**src/rtl/core/euler_rotate_normalize_core_defines.svh**
```systemverilog
// assertion macros for the euler rotate and normalise core
// needs clk and rst_n in the scope where a macro is used
`ifndef EULER_ROTATE_NORMALIZE_CORE_DEFINES_SVH
`define EULER_ROTATE_NORMALIZE_CORE_DEFINES_SVH
`ifndef SYNTHESIS
// same-cycle implication, checked on every rising edge out of reset
`define EROT_ASSERT_NOW(lbl, ante, cons) \
  lbl: assert property (@(posedge clk) disable iff (!rst_n) (ante) |-> (cons)) \
    else $error("erot check failed");
// next-cycle implication
`define EROT_ASSERT_NEXT(lbl, ante, cons) \
  lbl: assert property (@(posedge clk) disable iff (!rst_n) (ante) |=> (cons)) \
    else $error("erot check failed");
`else
`define EROT_ASSERT_NOW(lbl, ante, cons)
`define EROT_ASSERT_NEXT(lbl, ante, cons)
`endif
`endif

```
**src/rtl/core/erot_pkg.sv**
```systemverilog
// shared constants, types and arithmetic helpers for the euler rotate core
// no dependencies
package erot_pkg;

  localparam int FRAC_BITS     = 16;
  localparam int CORDIC_STEPS  = 16;
  localparam int ATAN_ENTRIES  = 24;
  localparam int CSTEPS        = (CORDIC_STEPS < ATAN_ENTRIES) ? CORDIC_STEPS : ATAN_ENTRIES;
  localparam int CORDIC_STAGES = (CSTEPS + 1) / 2;

  localparam int VIN_W      = 20;
  localparam int ANG_W      = 18;
  localparam int OUT_W      = 18;
  localparam int GUARD_BITS = 8;
  localparam int ANG_FRAC   = 8;
  localparam int RA_W       = ANG_W + 1;
  localparam int Z_W        = 25;
  localparam int CS_W       = 32;
  localparam int ROT_W      = 30;
  localparam int PROD_W     = ROT_W + CS_W;
  localparam int ACC_W      = PROD_W + 1;
  localparam int RND_SHIFT  = 30;
  localparam int SUM_W      = 2 * ROT_W;
  localparam int ISQ_ITERS  = SUM_W / 2;
  localparam int ISQ_STAGES = ISQ_ITERS / 2;
  localparam int ROOT_W     = ISQ_ITERS;
  localparam int QB         = FRAC_BITS + 1;
  localparam int DIV_STAGES = (QB + 1) / 2;
  localparam int NUM_W      = ROOT_W + QB;
  localparam int SAT_W      = QB + OUT_W;

  localparam int CORDIC_LAT = CORDIC_STAGES + 2;
  localparam int DIV_LAT    = DIV_STAGES + 2;
  localparam int PIPE_LAT   = CORDIC_LAT + 5 + ISQ_STAGES + DIV_LAT;

  // angle landmarks in 1/256 degree
  localparam logic signed [RA_W-1:0] ANG_QUARTER = RA_W'(90 * (1 << ANG_FRAC));
  localparam logic signed [RA_W-1:0] ANG_HALF    = RA_W'(180 * (1 << ANG_FRAC));
  localparam logic signed [RA_W-1:0] ANG_FULL    = RA_W'(360 * (1 << ANG_FRAC));

  localparam logic signed [CS_W-1:0]  CORDIC_K = CS_W'(652032874);
  localparam logic signed [SAT_W-1:0] SAT_HI   = SAT_W'((1 << (OUT_W - 1)) - 1);
  localparam logic signed [SAT_W-1:0] SAT_LO   = -SAT_W'(1 << (OUT_W - 1));

  typedef struct packed {
    logic signed [VIN_W-1:0] x;
    logic signed [VIN_W-1:0] y;
    logic signed [VIN_W-1:0] z;
  } vin_t;

  typedef struct packed {
    logic signed [ROT_W-1:0] x;
    logic signed [ROT_W-1:0] y;
    logic signed [ROT_W-1:0] z;
    logic                    zero;
  } rvec_t;

  // atan(2^-i) in degrees, q16
  function automatic logic signed [Z_W-1:0] atan_deg(input int i);
    logic signed [Z_W-1:0] v;
    case (i)
      0:  v = Z_W'(2949120);
      1:  v = Z_W'(1740967);
      2:  v = Z_W'(919879);
      3:  v = Z_W'(466945);
      4:  v = Z_W'(234379);
      5:  v = Z_W'(117304);
      6:  v = Z_W'(58666);
      7:  v = Z_W'(29335);
      8:  v = Z_W'(14668);
      9:  v = Z_W'(7334);
      10: v = Z_W'(3667);
      11: v = Z_W'(1833);
      12: v = Z_W'(917);
      13: v = Z_W'(458);
      14: v = Z_W'(229);
      15: v = Z_W'(115);
      16: v = Z_W'(57);
      17: v = Z_W'(29);
      18: v = Z_W'(14);
      19: v = Z_W'(7);
      20: v = Z_W'(4);
      21: v = Z_W'(2);
      22: v = Z_W'(1);
      default: v = '0;
    endcase
    return v;
  endfunction

  // round half up then drop the q30 fraction
  function automatic logic signed [ROT_W-1:0] rnd_q30(input logic signed [ACC_W-1:0] p);
    logic signed [ACC_W-1:0] t;
    t = p + (ACC_W'(1) <<< (RND_SHIFT - 1));
    return t[RND_SHIFT+ROT_W-1:RND_SHIFT];
  endfunction

  // a*c - b*s
  function automatic logic signed [ROT_W-1:0] rot_diff(
    input logic signed [ROT_W-1:0] a, input logic signed [ROT_W-1:0] b,
    input logic signed [CS_W-1:0] c, input logic signed [CS_W-1:0] s);
    logic signed [ACC_W-1:0] pa;
    logic signed [ACC_W-1:0] pb;
    pa = a * c;
    pb = b * s;
    return rnd_q30(pa - pb);
  endfunction

  // a*s + b*c
  function automatic logic signed [ROT_W-1:0] rot_sum(
    input logic signed [ROT_W-1:0] a, input logic signed [ROT_W-1:0] b,
    input logic signed [CS_W-1:0] c, input logic signed [CS_W-1:0] s);
    logic signed [ACC_W-1:0] pa;
    logic signed [ACC_W-1:0] pb;
    pa = a * s;
    pb = b * c;
    return rnd_q30(pa + pb);
  endfunction

endpackage

```
**src/rtl/core/erot_cordic.sv**
```systemverilog
// pipelined degree cordic: angle in 1/256 degree to cos and sin in q30
// depends on erot_pkg
module erot_cordic (
  input  logic                             clk,
  input  logic                             en,
  input  logic signed [erot_pkg::ANG_W-1:0] angle,
  output logic signed [erot_pkg::CS_W-1:0]  cos_o,
  output logic signed [erot_pkg::CS_W-1:0]  sin_o
);
  import erot_pkg::*;

  logic signed [RA_W-1:0] ang_ext;
  logic signed [RA_W-1:0] wrap_nxt;
  logic signed [RA_W-1:0] fold_nxt;
  logic                   neg_nxt;

  logic signed [Z_W-1:0]  z_r   [0:CORDIC_STAGES-1];
  logic                   neg_r [0:CORDIC_STAGES];
  logic signed [CS_W-1:0] x_r   [1:CORDIC_STAGES];
  logic signed [CS_W-1:0] y_r   [1:CORDIC_STAGES];
  logic signed [CS_W-1:0] cos_r;
  logic signed [CS_W-1:0] sin_r;

  // wrap into [-180,180) then fold into [-90,90]
  always_comb begin
    ang_ext = RA_W'(angle);
    if (ang_ext >= ANG_HALF) begin
      wrap_nxt = ang_ext - ANG_FULL;
    end else if (ang_ext < -ANG_HALF) begin
      wrap_nxt = ang_ext + ANG_FULL;
    end else begin
      wrap_nxt = ang_ext;
    end
    neg_nxt = 1'b1;
    if (wrap_nxt > ANG_QUARTER) begin
      fold_nxt = wrap_nxt - ANG_HALF;
    end else if (wrap_nxt < -ANG_QUARTER) begin
      fold_nxt = wrap_nxt + ANG_HALF;
    end else begin
      fold_nxt = wrap_nxt;
      neg_nxt  = 1'b0;
    end
  end

  always_ff @(posedge clk) begin
    if (en) begin
      z_r[0]   <= Z_W'(fold_nxt) <<< ANG_FRAC;
      neg_r[0] <= neg_nxt;
    end
  end

  // two micro-rotations per stage
  for (genvar s = 0; s < CORDIC_STAGES; s++) begin : g_stage
    logic signed [CS_W-1:0] xin;
    logic signed [CS_W-1:0] yin;
    logic signed [CS_W-1:0] x_nxt;
    logic signed [CS_W-1:0] y_nxt;
    logic signed [CS_W-1:0] xt;
    logic signed [CS_W-1:0] yt;
    logic signed [Z_W-1:0]  z_nxt;

    if (s == 0) begin : g_first
      assign xin = CORDIC_K;
      assign yin = '0;
    end else begin : g_rest
      assign xin = x_r[s];
      assign yin = y_r[s];
    end

    always_comb begin
      x_nxt = xin;
      y_nxt = yin;
      z_nxt = z_r[s];
      xt    = '0;
      yt    = '0;
      for (int j = 0; j < 2; j++) begin
        if (2 * s + j < CSTEPS) begin
          xt = x_nxt >>> (2 * s + j);
          yt = y_nxt >>> (2 * s + j);
          if (z_nxt >= 0) begin
            x_nxt = x_nxt - yt;
            y_nxt = y_nxt + xt;
            z_nxt = z_nxt - atan_deg(2 * s + j);
          end else begin
            x_nxt = x_nxt + yt;
            y_nxt = y_nxt - xt;
            z_nxt = z_nxt + atan_deg(2 * s + j);
          end
        end
      end
    end

    always_ff @(posedge clk) begin
      if (en) begin
        x_r[s+1]   <= x_nxt;
        y_r[s+1]   <= y_nxt;
        neg_r[s+1] <= neg_r[s];
      end
    end

    if (s < CORDIC_STAGES - 1) begin : g_zcarry
      always_ff @(posedge clk) begin
        if (en) begin
          z_r[s+1] <= z_nxt;
        end
      end
    end
  end

  always_ff @(posedge clk) begin
    if (en) begin
      cos_r <= neg_r[CORDIC_STAGES] ? -x_r[CORDIC_STAGES] : x_r[CORDIC_STAGES];
      sin_r <= neg_r[CORDIC_STAGES] ? -y_r[CORDIC_STAGES] : y_r[CORDIC_STAGES];
    end
  end

  assign cos_o = cos_r;
  assign sin_o = sin_r;

endmodule

```
**config.mk**
```make
export PLATFORM = sky130hd
export DESIGN_NAME = erot_cordic
export DESIGN_NICKNAME = d
export VERILOG_FILES = /design/src/rtl/core/euler_rotate_normalize_core_defines.svh /design/src/rtl/core/erot_pkg.sv /design/src/rtl/core/erot_cordic.sv
export SDC_FILE = /design/constraint.sdc
export NUM_CORES = 2
export LEC_CHECK = 0
export BUFFER_PORTS_ARGS = -buffer_cell sky130_fd_sc_hd__buf_4
export CORE_MARGIN = 3
export CORE_UTILIZATION = 60
export CTS_CLUSTER_SIZE = 28
export DETAILED_ROUTE_END_ITERATION = 6
export PLACE_DENSITY_LB_ADDON = 0.05
export SYNTH_ARGS = -nofsm -noshare
export SYNTH_HDL_FRONTEND = slang
export SYNTH_SLANG_ARGS = --single-unit
```
**constraint.sdc**
```tcl
create_clock -name clk -period 10.32 [get_ports clk]
set_input_delay 0.516 -clock clk [delete_from_list [all_inputs] [get_ports clk]]
set_output_delay 0.516 -clock clk [all_outputs]
set_load 0.005 [all_outputs]
```
==> out/qor.yml <==
run_status:
  status: "completed"
floorplanning:
  initial_core_util_pct: 60.76
  dieArea_um2: 155100
  die_width_um: 393.9
  core_um2: 148500
  num_rows: 141
  ios: 84
  chipHeight_um: 393.9
drt:
  via_per_inst: 6.283
  remaining_drc_errors: 0
  drtPass1Iterations: 7
  drt_wl_total_mm: 247.3
  dr_total_vias: 79615
  drt.antenna.violating_nets: 0
  routedWlPerCell_um: 19.51
  drt-initial-drc-count: 6809
placement:
  placement.setup.worst_slack_ps: 1397
  dp_hpwl_mm: 200.8
  place.gp.congestion: 0.9657
  post-place-cells: 12507
  numPortBuffers: 83
grt:
  overflow: 0
  grt_max_degree: 138
  track_usage_pct: 30.62
  grt_pass1_vias: 74085
  grt_pass1_wl_mm: 394.3
  grt_antenna_before_repair: 0
timing:
  drv_slew: 0
  setup_viol: 0
  tns_ps: 0
  timing.final.hold_violations: 0
  period_share_pct: 88.27
  tightest_slew_ps: 1345
  fin_worst_skew_ps: 59.64
  rsz0062_at_grt: "false"
  max-slew-margin-rel_pct: 9.695
  period_minus_slack_ps: 9109
  worst_slack_ps: 1211
  max_freq_mhz: 109.8
clocking:
  cts_resized: 0
  cts-root-buf: "clkbuf_16"
  htreeDepth: 3
  clk_pin_slew_worst_paths_ps: 70
  cts_sinks: 709
  cts_tree: "done"
  clock_path_buffers: 3
  clock_latency_ps: 710
  cts_made_buffers: 86
min_path:
  hp-class: "in2reg"
worst_setup_path:
  critical_path.most_common_cell: "a21oi_1"
  endpoint_kind: "flop"
  slowest_stage: "or4_1"
  worstSetupPathType: "reg2reg"
  path_max_fanout: 5
  slowest_delay_ps: 580
  required_ps: 10790
  cp.arrival_ps: 9580
  worstSetupStartpointType: "flop"
yosys:
  synthesis.area_um2: 90260
  async_flop_share_pct: 0
  synth_top_area_share_pct: 23.59
  ys_warn_count: 0
  synth-seq-cells: 709
  syn-num-nets: 11814
  ys_seq_area_share_pct: 23.59
  synth_top_area_cell: "edfxtp_1"
  yosysMostFrequentCell: "ha_1"
  ys_top_cells_by_count: "ha_1, xnor2_1, a21oi_1"
  synth_cells: 10546
  synth_edf_count: 709
  synth_ff_type: "edfxtp_1"
  synth_area_leaders: "edfxtp_1, ha_1, xnor2_1"
  syn_area_per_cell_um2: 8.558
  synth_cell_type_count: 114
finish:
  drive_gt1_share_pct: 4.199
  diodes: 0
  areaGrowthSynthToFinish_pct: 6.633
  fin_util_pct: 64.79
  num-nets-final: 11871
  instances_no_fill: 12672
flow_run:
  maxCapViolCount: 0
[worst max-delay path: cells and delay by family, from the launching register on]
family | cells | cell delay [ps]
AOI/OAI and AO/OA | 17 | 4250
xor gates and xnor gates | 5 | 820
adders and majority gates | 2 | 660
DFF | 1 | 460
and+or+nand+nor | 8 | 2680
[layer usage]
metal  wire length, µm  global-route usage [%]  vias up
met5                 0                       0        -
met4              7589                   8.961        0
li1                  -                       -    39014
met1            113000                   42.83    37753
met3             14600                   3.020      392
met2            112100                   50.18     2456
[state kept, by name, summed over array words and instances (netlist names)]
| signal | count |
|---|---|
| cos_o | 32 |
| x_r | 226 |
| sin_o | 32 |
| z_r | 180 |
| neg_r | 9 |
| y_r | 230 |
[repair_timing]
item	CTS	global route
setup buffers	0	0
hold endpoints to repair	10	0
hold buffers	10	0
[stage by stage]
step                hold WS [ps]  cell area, µm²
floorplan                  400.3           90260
global placement           400.5           93150
detailed placement         404.5           93150
CTS                        298.2           96240
global route               315.4           96240
finish                     286.6           96240
[worst paths after layout]
| check | startpoint | endpoint | slack (ps) | cells past startpoint |
|---|---|---|---|---|
| min | en | z_r[1][16] | 290 | 1 |
| max | x_r[0][209] | x_r[0][255] | 1210 | 32 |
| max reg2reg | x_r[0][209] | x_r[0][255] | 1210 | 32 |
| min reg2reg | neg_r[0][2] | neg_r[0][3] | 420 | 0 |
[layout make-up]
type	instances	area [µm²]
Timing Repair Buffer	140	1096
Tap cell	2002	2505
Clock buffer	97	2215
Clock inverter	58	782.0
Sequential cell	709	21290
Inverter	526	1974
Fill cell	12744	52300
Multi-Input combinational cell	9140	66380
[placed cells by master, fill, tap and decap left out, types with 128 or more instances in the layout]
cell / count
o21a_1: 214
ha_1: 1211
nand2b_1: 179
xor2_1: 481
a21o_1: 421
a21oi_1: 930
nor2b_1: 168
nor2_1: 841
o31ai_1: 169
edfxtp_1: 709
buf_4: 128
inv_1: 520
nor3_1: 255
nand2_1: 696
nand3_1: 192
xnor2_1: 1126
o21ai_0: 659
[logic make-up (layout without fill, tap and decap cells)]
kind of cell               Yosys count  in the layout  share of synthesized area (%)
AOI/OAI and AO/OA                 3262           3262                          23.36
and+or+nand+nor                   2944           2944                          15.95
muxes                               71             71                         0.8539
DFF                                709            709                          23.59
adders and majority gates         1248           1248                          17.61
other                                2              2                       0.008321
xor gates and xnor gates          1613           1613                          15.73
buffers and inverters              697            821                          2.906
Power is not shown: default switching activity piles up to over one toggle a cycle in this logic, so the estimate is an artifact.
