**config.mk**
```make
export PLATFORM = sky130hd
export DESIGN_NAME = erot_div
export DESIGN_NICKNAME = d
export VERILOG_FILES = /design/src/rtl/core/euler_rotate_normalize_core_defines.svh /design/src/rtl/core/erot_pkg.sv /design/src/rtl/core/erot_div.sv
export SDC_FILE = /design/constraint.sdc
export NUM_CORES = 2
export LEC_CHECK = 0
export ABC_CLOCK_PERIOD_IN_PS = 17600
export BUFFER_PORTS_ARGS = -buffer_cell sky130_fd_sc_hd__clkbuf_2
export CAP_MARGIN = 20
export CORE_UTILIZATION = 45
export DETAILED_ROUTE_END_ITERATION = 10
export GPL_ROUTABILITY_DRIVEN = 0
export PLACE_DENSITY = 0.68
export SYNTH_ARGS = -nofsm -noshare
export SYNTH_HDL_FRONTEND = slang
export SYNTH_SLANG_ARGS = --single-unit
export TNS_END_PERCENT = 1
```
**constraint.sdc**
```tcl
create_clock -name clk -period 17.6 [get_ports clk]
set_input_delay 3.52 -clock clk [delete_from_list [all_inputs] [get_ports clk]]
set_output_delay 3.52 -clock clk [all_outputs]
set_load 0.03 [all_outputs]
```
**src/rtl/core/euler_rotate_normalize_core_defines.svh**
```systemverilog
// assertion macros for the euler rotate and normalise core
// needs clk and rst_n in the scope where a macro is used
`ifndef EULER_ROTATE_NORMALIZE_CORE_DEFINES_SVH
`define EULER_ROTATE_NORMALIZE_CORE_DEFINES_SVH
`ifndef SYNTHESIS
// same-cycle implication, checked on every rising edge out of reset
`define EROT_ASSERT_NOW(lbl, ante, cons) \
  lbl: assert property (@(posedge clk) disable iff (!rst_n) (ante) |-> (cons)) \
    else $error("erot check failed");
// next-cycle implication
`define EROT_ASSERT_NEXT(lbl, ante, cons) \
  lbl: assert property (@(posedge clk) disable iff (!rst_n) (ante) |=> (cons)) \
    else $error("erot check failed");
`else
`define EROT_ASSERT_NOW(lbl, ante, cons)
`define EROT_ASSERT_NEXT(lbl, ante, cons)
`endif
`endif

```
**src/rtl/core/erot_pkg.sv**
```systemverilog
// shared constants, types and arithmetic helpers for the euler rotate core
// no dependencies
package erot_pkg;

  localparam int FRAC_BITS     = 16;
  localparam int CORDIC_STEPS  = 16;
  localparam int ATAN_ENTRIES  = 24;
  localparam int CSTEPS        = (CORDIC_STEPS < ATAN_ENTRIES) ? CORDIC_STEPS : ATAN_ENTRIES;
  localparam int CORDIC_STAGES = (CSTEPS + 1) / 2;

  localparam int VIN_W      = 20;
  localparam int ANG_W      = 18;
  localparam int OUT_W      = 18;
  localparam int GUARD_BITS = 8;
  localparam int ANG_FRAC   = 8;
  localparam int RA_W       = ANG_W + 1;
  localparam int Z_W        = 25;
  localparam int CS_W       = 32;
  localparam int ROT_W      = 30;
  localparam int PROD_W     = ROT_W + CS_W;
  localparam int ACC_W      = PROD_W + 1;
  localparam int RND_SHIFT  = 30;
  localparam int SUM_W      = 2 * ROT_W;
  localparam int ISQ_ITERS  = SUM_W / 2;
  localparam int ISQ_STAGES = ISQ_ITERS / 2;
  localparam int ROOT_W     = ISQ_ITERS;
  localparam int QB         = FRAC_BITS + 1;
  localparam int DIV_STAGES = (QB + 1) / 2;
  localparam int NUM_W      = ROOT_W + QB;
  localparam int SAT_W      = QB + OUT_W;

  localparam int CORDIC_LAT = CORDIC_STAGES + 2;
  localparam int DIV_LAT    = DIV_STAGES + 2;
  localparam int PIPE_LAT   = CORDIC_LAT + 5 + ISQ_STAGES + DIV_LAT;

  // angle landmarks in 1/256 degree
  localparam logic signed [RA_W-1:0] ANG_QUARTER = RA_W'(90 * (1 << ANG_FRAC));
  localparam logic signed [RA_W-1:0] ANG_HALF    = RA_W'(180 * (1 << ANG_FRAC));
  localparam logic signed [RA_W-1:0] ANG_FULL    = RA_W'(360 * (1 << ANG_FRAC));

  localparam logic signed [CS_W-1:0]  CORDIC_K = CS_W'(652032874);
  localparam logic signed [SAT_W-1:0] SAT_HI   = SAT_W'((1 << (OUT_W - 1)) - 1);
  localparam logic signed [SAT_W-1:0] SAT_LO   = -SAT_W'(1 << (OUT_W - 1));

  typedef struct packed {
    logic signed [VIN_W-1:0] x;
    logic signed [VIN_W-1:0] y;
    logic signed [VIN_W-1:0] z;
  } vin_t;

  typedef struct packed {
    logic signed [ROT_W-1:0] x;
    logic signed [ROT_W-1:0] y;
    logic signed [ROT_W-1:0] z;
    logic                    zero;
  } rvec_t;

  // atan(2^-i) in degrees, q16
  function automatic logic signed [Z_W-1:0] atan_deg(input int i);
    logic signed [Z_W-1:0] v;
    case (i)
      0:  v = Z_W'(2949120);
      1:  v = Z_W'(1740967);
      2:  v = Z_W'(919879);
      3:  v = Z_W'(466945);
      4:  v = Z_W'(234379);
      5:  v = Z_W'(117304);
      6:  v = Z_W'(58666);
      7:  v = Z_W'(29335);
      8:  v = Z_W'(14668);
      9:  v = Z_W'(7334);
      10: v = Z_W'(3667);
      11: v = Z_W'(1833);
      12: v = Z_W'(917);
      13: v = Z_W'(458);
      14: v = Z_W'(229);
      15: v = Z_W'(115);
      16: v = Z_W'(57);
      17: v = Z_W'(29);
      18: v = Z_W'(14);
      19: v = Z_W'(7);
      20: v = Z_W'(4);
      21: v = Z_W'(2);
      22: v = Z_W'(1);
      default: v = '0;
    endcase
    return v;
  endfunction

  // round half up then drop the q30 fraction
  function automatic logic signed [ROT_W-1:0] rnd_q30(input logic signed [ACC_W-1:0] p);
    logic signed [ACC_W-1:0] t;
    t = p + (ACC_W'(1) <<< (RND_SHIFT - 1));
    return t[RND_SHIFT+ROT_W-1:RND_SHIFT];
  endfunction

  // a*c - b*s
  function automatic logic signed [ROT_W-1:0] rot_diff(
    input logic signed [ROT_W-1:0] a, input logic signed [ROT_W-1:0] b,
    input logic signed [CS_W-1:0] c, input logic signed [CS_W-1:0] s);
    logic signed [ACC_W-1:0] pa;
    logic signed [ACC_W-1:0] pb;
    pa = a * c;
    pb = b * s;
    return rnd_q30(pa - pb);
  endfunction

  // a*s + b*c
  function automatic logic signed [ROT_W-1:0] rot_sum(
    input logic signed [ROT_W-1:0] a, input logic signed [ROT_W-1:0] b,
    input logic signed [CS_W-1:0] c, input logic signed [CS_W-1:0] s);
    logic signed [ACC_W-1:0] pa;
    logic signed [ACC_W-1:0] pb;
    pa = a * s;
    pb = b * c;
    return rnd_q30(pa + pb);
  endfunction

endpackage

```
**src/rtl/core/erot_div.sv**
```systemverilog
// pipelined rounded divide of one component by the length, with saturation
// depends on erot_pkg
module erot_div (
  input  logic                              clk,
  input  logic                              en,
  input  logic signed [erot_pkg::ROT_W-1:0] comp,
  input  logic        [erot_pkg::ROOT_W-1:0] len,
  input  logic                              zero,
  output logic signed [erot_pkg::OUT_W-1:0] unit
);
  import erot_pkg::*;

  logic        [ROT_W-1:0]  mag_nxt;
  logic        [NUM_W-1:0]  num_nxt;

  logic        [NUM_W-1:0]  rem_r  [0:DIV_STAGES-1];
  logic        [ROOT_W-1:0] len_r  [0:DIV_STAGES-1];
  logic                     neg_r  [0:DIV_STAGES];
  logic                     zero_r [0:DIV_STAGES];
  logic        [QB-1:0]     q_r    [1:DIV_STAGES];

  logic signed [SAT_W-1:0]  val;
  logic signed [OUT_W-1:0]  unit_nxt;
  logic signed [OUT_W-1:0]  unit_r;

  always_comb begin
    mag_nxt = comp[ROT_W-1] ? ROT_W'(-comp) : ROT_W'(comp);
    num_nxt = (NUM_W'(mag_nxt) << FRAC_BITS) + NUM_W'(len >> 1);
  end

  always_ff @(posedge clk) begin
    if (en) begin
      rem_r[0]  <= num_nxt;
      len_r[0]  <= len;
      neg_r[0]  <= comp[ROT_W-1];
      zero_r[0] <= zero;
    end
  end

  // restoring division, two quotient bits per stage
  for (genvar s = 0; s < DIV_STAGES; s++) begin : g_stage
    logic [NUM_W-1:0] rem_nxt;
    logic [NUM_W-1:0] d;
    logic [QB-1:0]    qin;
    logic [QB-1:0]    q_nxt;

    if (s == 0) begin : g_first
      assign qin = '0;
    end else begin : g_rest
      assign qin = q_r[s];
    end

    always_comb begin
      rem_nxt = rem_r[s];
      q_nxt   = qin;
      d       = '0;
      for (int j = 0; j < 2; j++) begin
        if (2 * s + j < QB) begin
          d = NUM_W'(len_r[s]) << (QB - 1 - (2 * s + j));
          if (rem_nxt >= d) begin
            rem_nxt = rem_nxt - d;
            q_nxt[QB-1-(2*s+j)] = 1'b1;
          end
        end
      end
    end

    always_ff @(posedge clk) begin
      if (en) begin
        q_r[s+1]    <= q_nxt;
        neg_r[s+1]  <= neg_r[s];
        zero_r[s+1] <= zero_r[s];
      end
    end

    if (s < DIV_STAGES - 1) begin : g_carry
      always_ff @(posedge clk) begin
        if (en) begin
          rem_r[s+1] <= rem_nxt;
          len_r[s+1] <= len_r[s];
        end
      end
    end
  end

  always_comb begin
    val = neg_r[DIV_STAGES] ? -SAT_W'(q_r[DIV_STAGES]) : SAT_W'(q_r[DIV_STAGES]);
    if (zero_r[DIV_STAGES]) begin
      unit_nxt = '0;
    end else if (val > SAT_HI) begin
      unit_nxt = OUT_W'(SAT_HI);
    end else if (val < SAT_LO) begin
      unit_nxt = OUT_W'(SAT_LO);
    end else begin
      unit_nxt = OUT_W'(val);
    end
  end

  always_ff @(posedge clk) begin
    if (en) begin
      unit_r <= unit_nxt;
    end
  end

  assign unit = unit_r;

endmodule

```
==> flow_results.org <==
** Status
- The flow ran to the end, and the final reports show no timing, DRC or antenna violations.

** Routing
- Vias per Instance :: 5.91
- Number of nets with antenna violations after detailed routing :: 0
- DR DRC count :: 0
- Drt wl/cell :: 19.8 um
- Wires add up to 160000 um.
- Detailed-routing iteration count for the pre-antenna-repair pass :: 6
- DRT iter0 DRCs :: 4431
- The routed layout has 47.6k vias.

** Clocking
- Post-CTS resize count :: 0
- No sink is reached through more buffers than the 3 on the longest clock path.
- Post CTS Setup Buffer Count :: 0
- Clock latency at the later pin of the worst-skew pair :: 0.72 ns
- TritonCTS buffer count :: 83
- Clock tree from TritonCTS :: built
- Total of hold buffers inserted after clock tree synthesis :: 0
- Counting every sink on the clock net gives 740.
- The root buffer cell chosen for the clock tree is clkbuf_16.
- Clock-pin slew was measured on the worst setup and hold paths at 0.06 ns.
- The H-tree was split into 3 levels.

** Global route
- The via count of the first global-routing pass was 45.0k.
- Entering global routing, the biggest net connects 174 pins.
- The first global-routing pass estimated 248000 um of wire.
- Initial antenna violation count :: 3
- For this run the aggregate overflow at the end of global routing stands at 0.
- Global Route Usage Sum :: 0.235

** Final layout
- After the last flow step, the layout net total stands at 6847.
- Summing all non-filler instances in the final layout gives an area of 0.0643 mm^2.
- Total of fill cells in the finished design :: 11.9k
- Seq. cell area :: 0.0222 mm^2
- In the final layout, the multi-input gates occupy 0.0347 mm^2.
- Compared with the post-synthesis result, the final layout area differs by 8.59%.
- Fraction of final layout cells with drive strength greater than 1 :: 0.0867

** Timing
- The hold violation count in the final report is 0.
- Relative slew slack :: 0.220
- Transition time of the tightest slew-check pin :: 1.17 ns
- Fmax :: 0.117 GHz
- Maximum clock skew at final layout :: 0.0724 ns
- Ratio of final minimum period to clock period :: 0.486
- Setup repair after global routing left no endpoint under its margin.
- The number of max-slew violations in the final report is 0.
- Accumulated negative setup slack :: 0 ns
- Setup violations remaining at the end of the flow were counted as 0.
- Final critical-path required period :: 8.55 ns

** Synthesis
- Flip-flop and latch count after synthesis :: 740
- Syn Inst Count :: 6212
- Yosys printed 0 warnings.
- Yosys mapped a number of flops with a built-in enable equal to 740.
- Ys async rst share :: 0
- For this run, the register share of the synthesized area comes to 0.375.
- Commonest register cell after synthesis :: edfxtp_1
- Summed instance area of the synthesized netlist :: 0.0593 mm^2
- Synth Net Count :: 6818
- After synthesis, the netlist uses 108 different library cells.
- Per-instance average area after synthesis :: 9.54 um^2

** Setup path
- Reg-to-reg setup timing slack :: 9.05 ns
- Endpoint arrival time on the critical path :: 8.94 ns
- STA puts the critical path data required time at 18.00 ns.
- Along the worst path, the maximum fanout reaches 39.
- STA classifies the critical path endpoint as a register.
- The worst setup path is launched from a register.
- Traced cell by cell, the critical path runs through inv_1 -> ha_1 -> nand4_1 -> or3_1 -> or2_2 -> a21o_1 -> o31a_1 -> o21ai_4 -> buf_4 -> mux2_2 -> ha_1 -> a211oi_1 -> o21a_1 -> or3_1 -> o311a_1 -> o31ai_1 -> a31o_2 -> a22o_1 -> a221o_1 -> nor4b_1 -> and3_1 -> inv_2 -> mux2_1.
- Max stage delay on crit path :: 0.72 ns
- WS Path Type :: register to register
- The largest individual stage delay along the critical path comes from the cell o21ai_4.

** Power
- Leak :: 25.8 nW
- Worst-case vdd ir drop :: 0.000105 V
- Power spread over the standard cell area amounts to 236 mW/mm^2.

** Floorplan
- From left edge to right edge, the die measures 365 um.
- 81 I/O pins were placed.
- The initialized floorplan defines 132 standard-cell rows.
- The die covers 0.133 mm^2.
- After floorplanning, the core was sized to cover 0.130 mm^2.
- From bottom edge to top edge, the die measures 365 um.
- The initial utilization of the core area, before any placement, comes to 0.455.

** Place
- Summed over all nets, the half-perimeter wirelength after detailed placement is 126000 um.
- Placed inst area :: 0.0614 mm^2
- During placement, the flow inserted port buffers numbering 80.

** Hold path
- Class of the worst hold path :: register to register

** Run
- Max-cap violations in this run came to 0.
## placed cells by master (no fill, tap or decap), drive strengths merged, types with 128 or more instances in the layout
cell type,n
a21o,221
o21ai,336
xor2,204
edfxtp,740
a21oi,557
nand3,128
inv,444
ha,526
nand4,132
nor2,494
nand2,398
mux2,229
xnor2,358
clkbuf,170
## report_power, final
part	leakage, nW	internal [mW]	total [mW]	switching [mW]
combinational	17.3	4.52	10.2	5.65
sequential	7.14	2.85	3.22	0.374
clock	1.38	1.06	1.83	0.773
## path summary, 6_finish.rpt
path,endpoint,from,cells after the start
worst max-delay path,rem_r[0][224],len_r[0][107],23
worst min-delay path,q_r[0][98],q_r[0][81],0
worst max register to register,rem_r[0][224],len_r[0][107],23
worst min register to register,q_r[0][98],q_r[0][81],0
## cell usage after synthesis (64+ instances only)
| cell | instances | share of area |
|---|---|---|
| nand4_1 | 131 | 0.014 |
| and3_1 | 65 | 0.0069 |
| ha_1 | 526 | 0.11 |
| nand2b_1 | 64 | 0.0068 |
| o21bai_1 | 77 | 0.0098 |
| a21oi_1 | 556 | 0.047 |
| nand2_1 | 398 | 0.025 |
| inv_1 | 436 | 0.028 |
| nor3_1 | 124 | 0.010 |
| o21a_1 | 103 | 0.013 |
| xor2_1 | 204 | 0.030 |
| a21o_1 | 221 | 0.028 |
| mux2_2 | 182 | 0.035 |
| clkbuf_1 | 114 | 0.0072 |
| nor2_1 | 493 | 0.031 |
| nand3_1 | 128 | 0.011 |
| xnor2_1 | 356 | 0.053 |
| o21ai_0 | 331 | 0.028 |
| edfxtp_1 | 740 | 0.37 |
## flip-flops by register name, summed over array words and instances, names as in the netlist
signal  count
rem_r     343
unit       18
q_r        89
zero_r     10
len_r     270
neg_r      10
## through the flow
step           worst slack, ns  power, mW  hold WS (ns)  std cells  utilization
2_1_floorplan            10.09       11.0         0.400       6212            -
5_1_grt                   8.64       16.4         0.412       8051        0.494
6_report                  9.05       15.2         0.414       8053        0.494
4_1_cts                   9.03       15.1         0.417       8047        0.494
3_5_place_dp              9.08       13.1         0.405       7894        0.472
3_3_place_gp              9.19       13.0         0.400       7894        0.472
## cells by family after synthesis
| logic type | synth area share |
|---|---|
| and+or+nand+nor | 0.149 |
| muxes | 0.0492 |
| adders and majority gates | 0.117 |
| other | 0.0000633 |
| buffers and inverters | 0.0396 |
| DFF | 0.375 |
| AOI/OAI and AO/OA | 0.187 |
| xor gates and xnor gates | 0.0833 |
## per-layer routing
layer / GRT usage / up-vias / wire length [um]
met5: 0 / - / 0
met4: 0.102 / 0 / 7280
met3: 0.0396 / 299 / 11200
met2: 0.379 / 1626 / 71100
met1: 0.310 / 22500 / 70000
li1: - / 23200 / -
## layout make-up
cell class                      count  share of cell area
Timing Repair Buffer              106              0.0101
Clock buffer                       88              0.0326
Antenna cell                        2           0.0000778
Sequential cell                   740               0.345
Multi-Input combinational cell   4868               0.540
Clock inverter                     65              0.0123
Tap cell                         1742              0.0339
Inverter                          442              0.0258
## critical path, delay by kind of cell, from the launching register on
| kind | cells | cell delay (ns) |
|---|---|---|
| fa+ha+maj | 2 | 0.90 |
| mux | 2 | 0.87 |
| buf+inv | 3 | 1.03 |
| flops | 1 | 0.42 |
| simple gates | 6 | 2.09 |
| compound gates | 10 | 2.90 |
No activity file was read; power rests on OpenSTA's default activity.
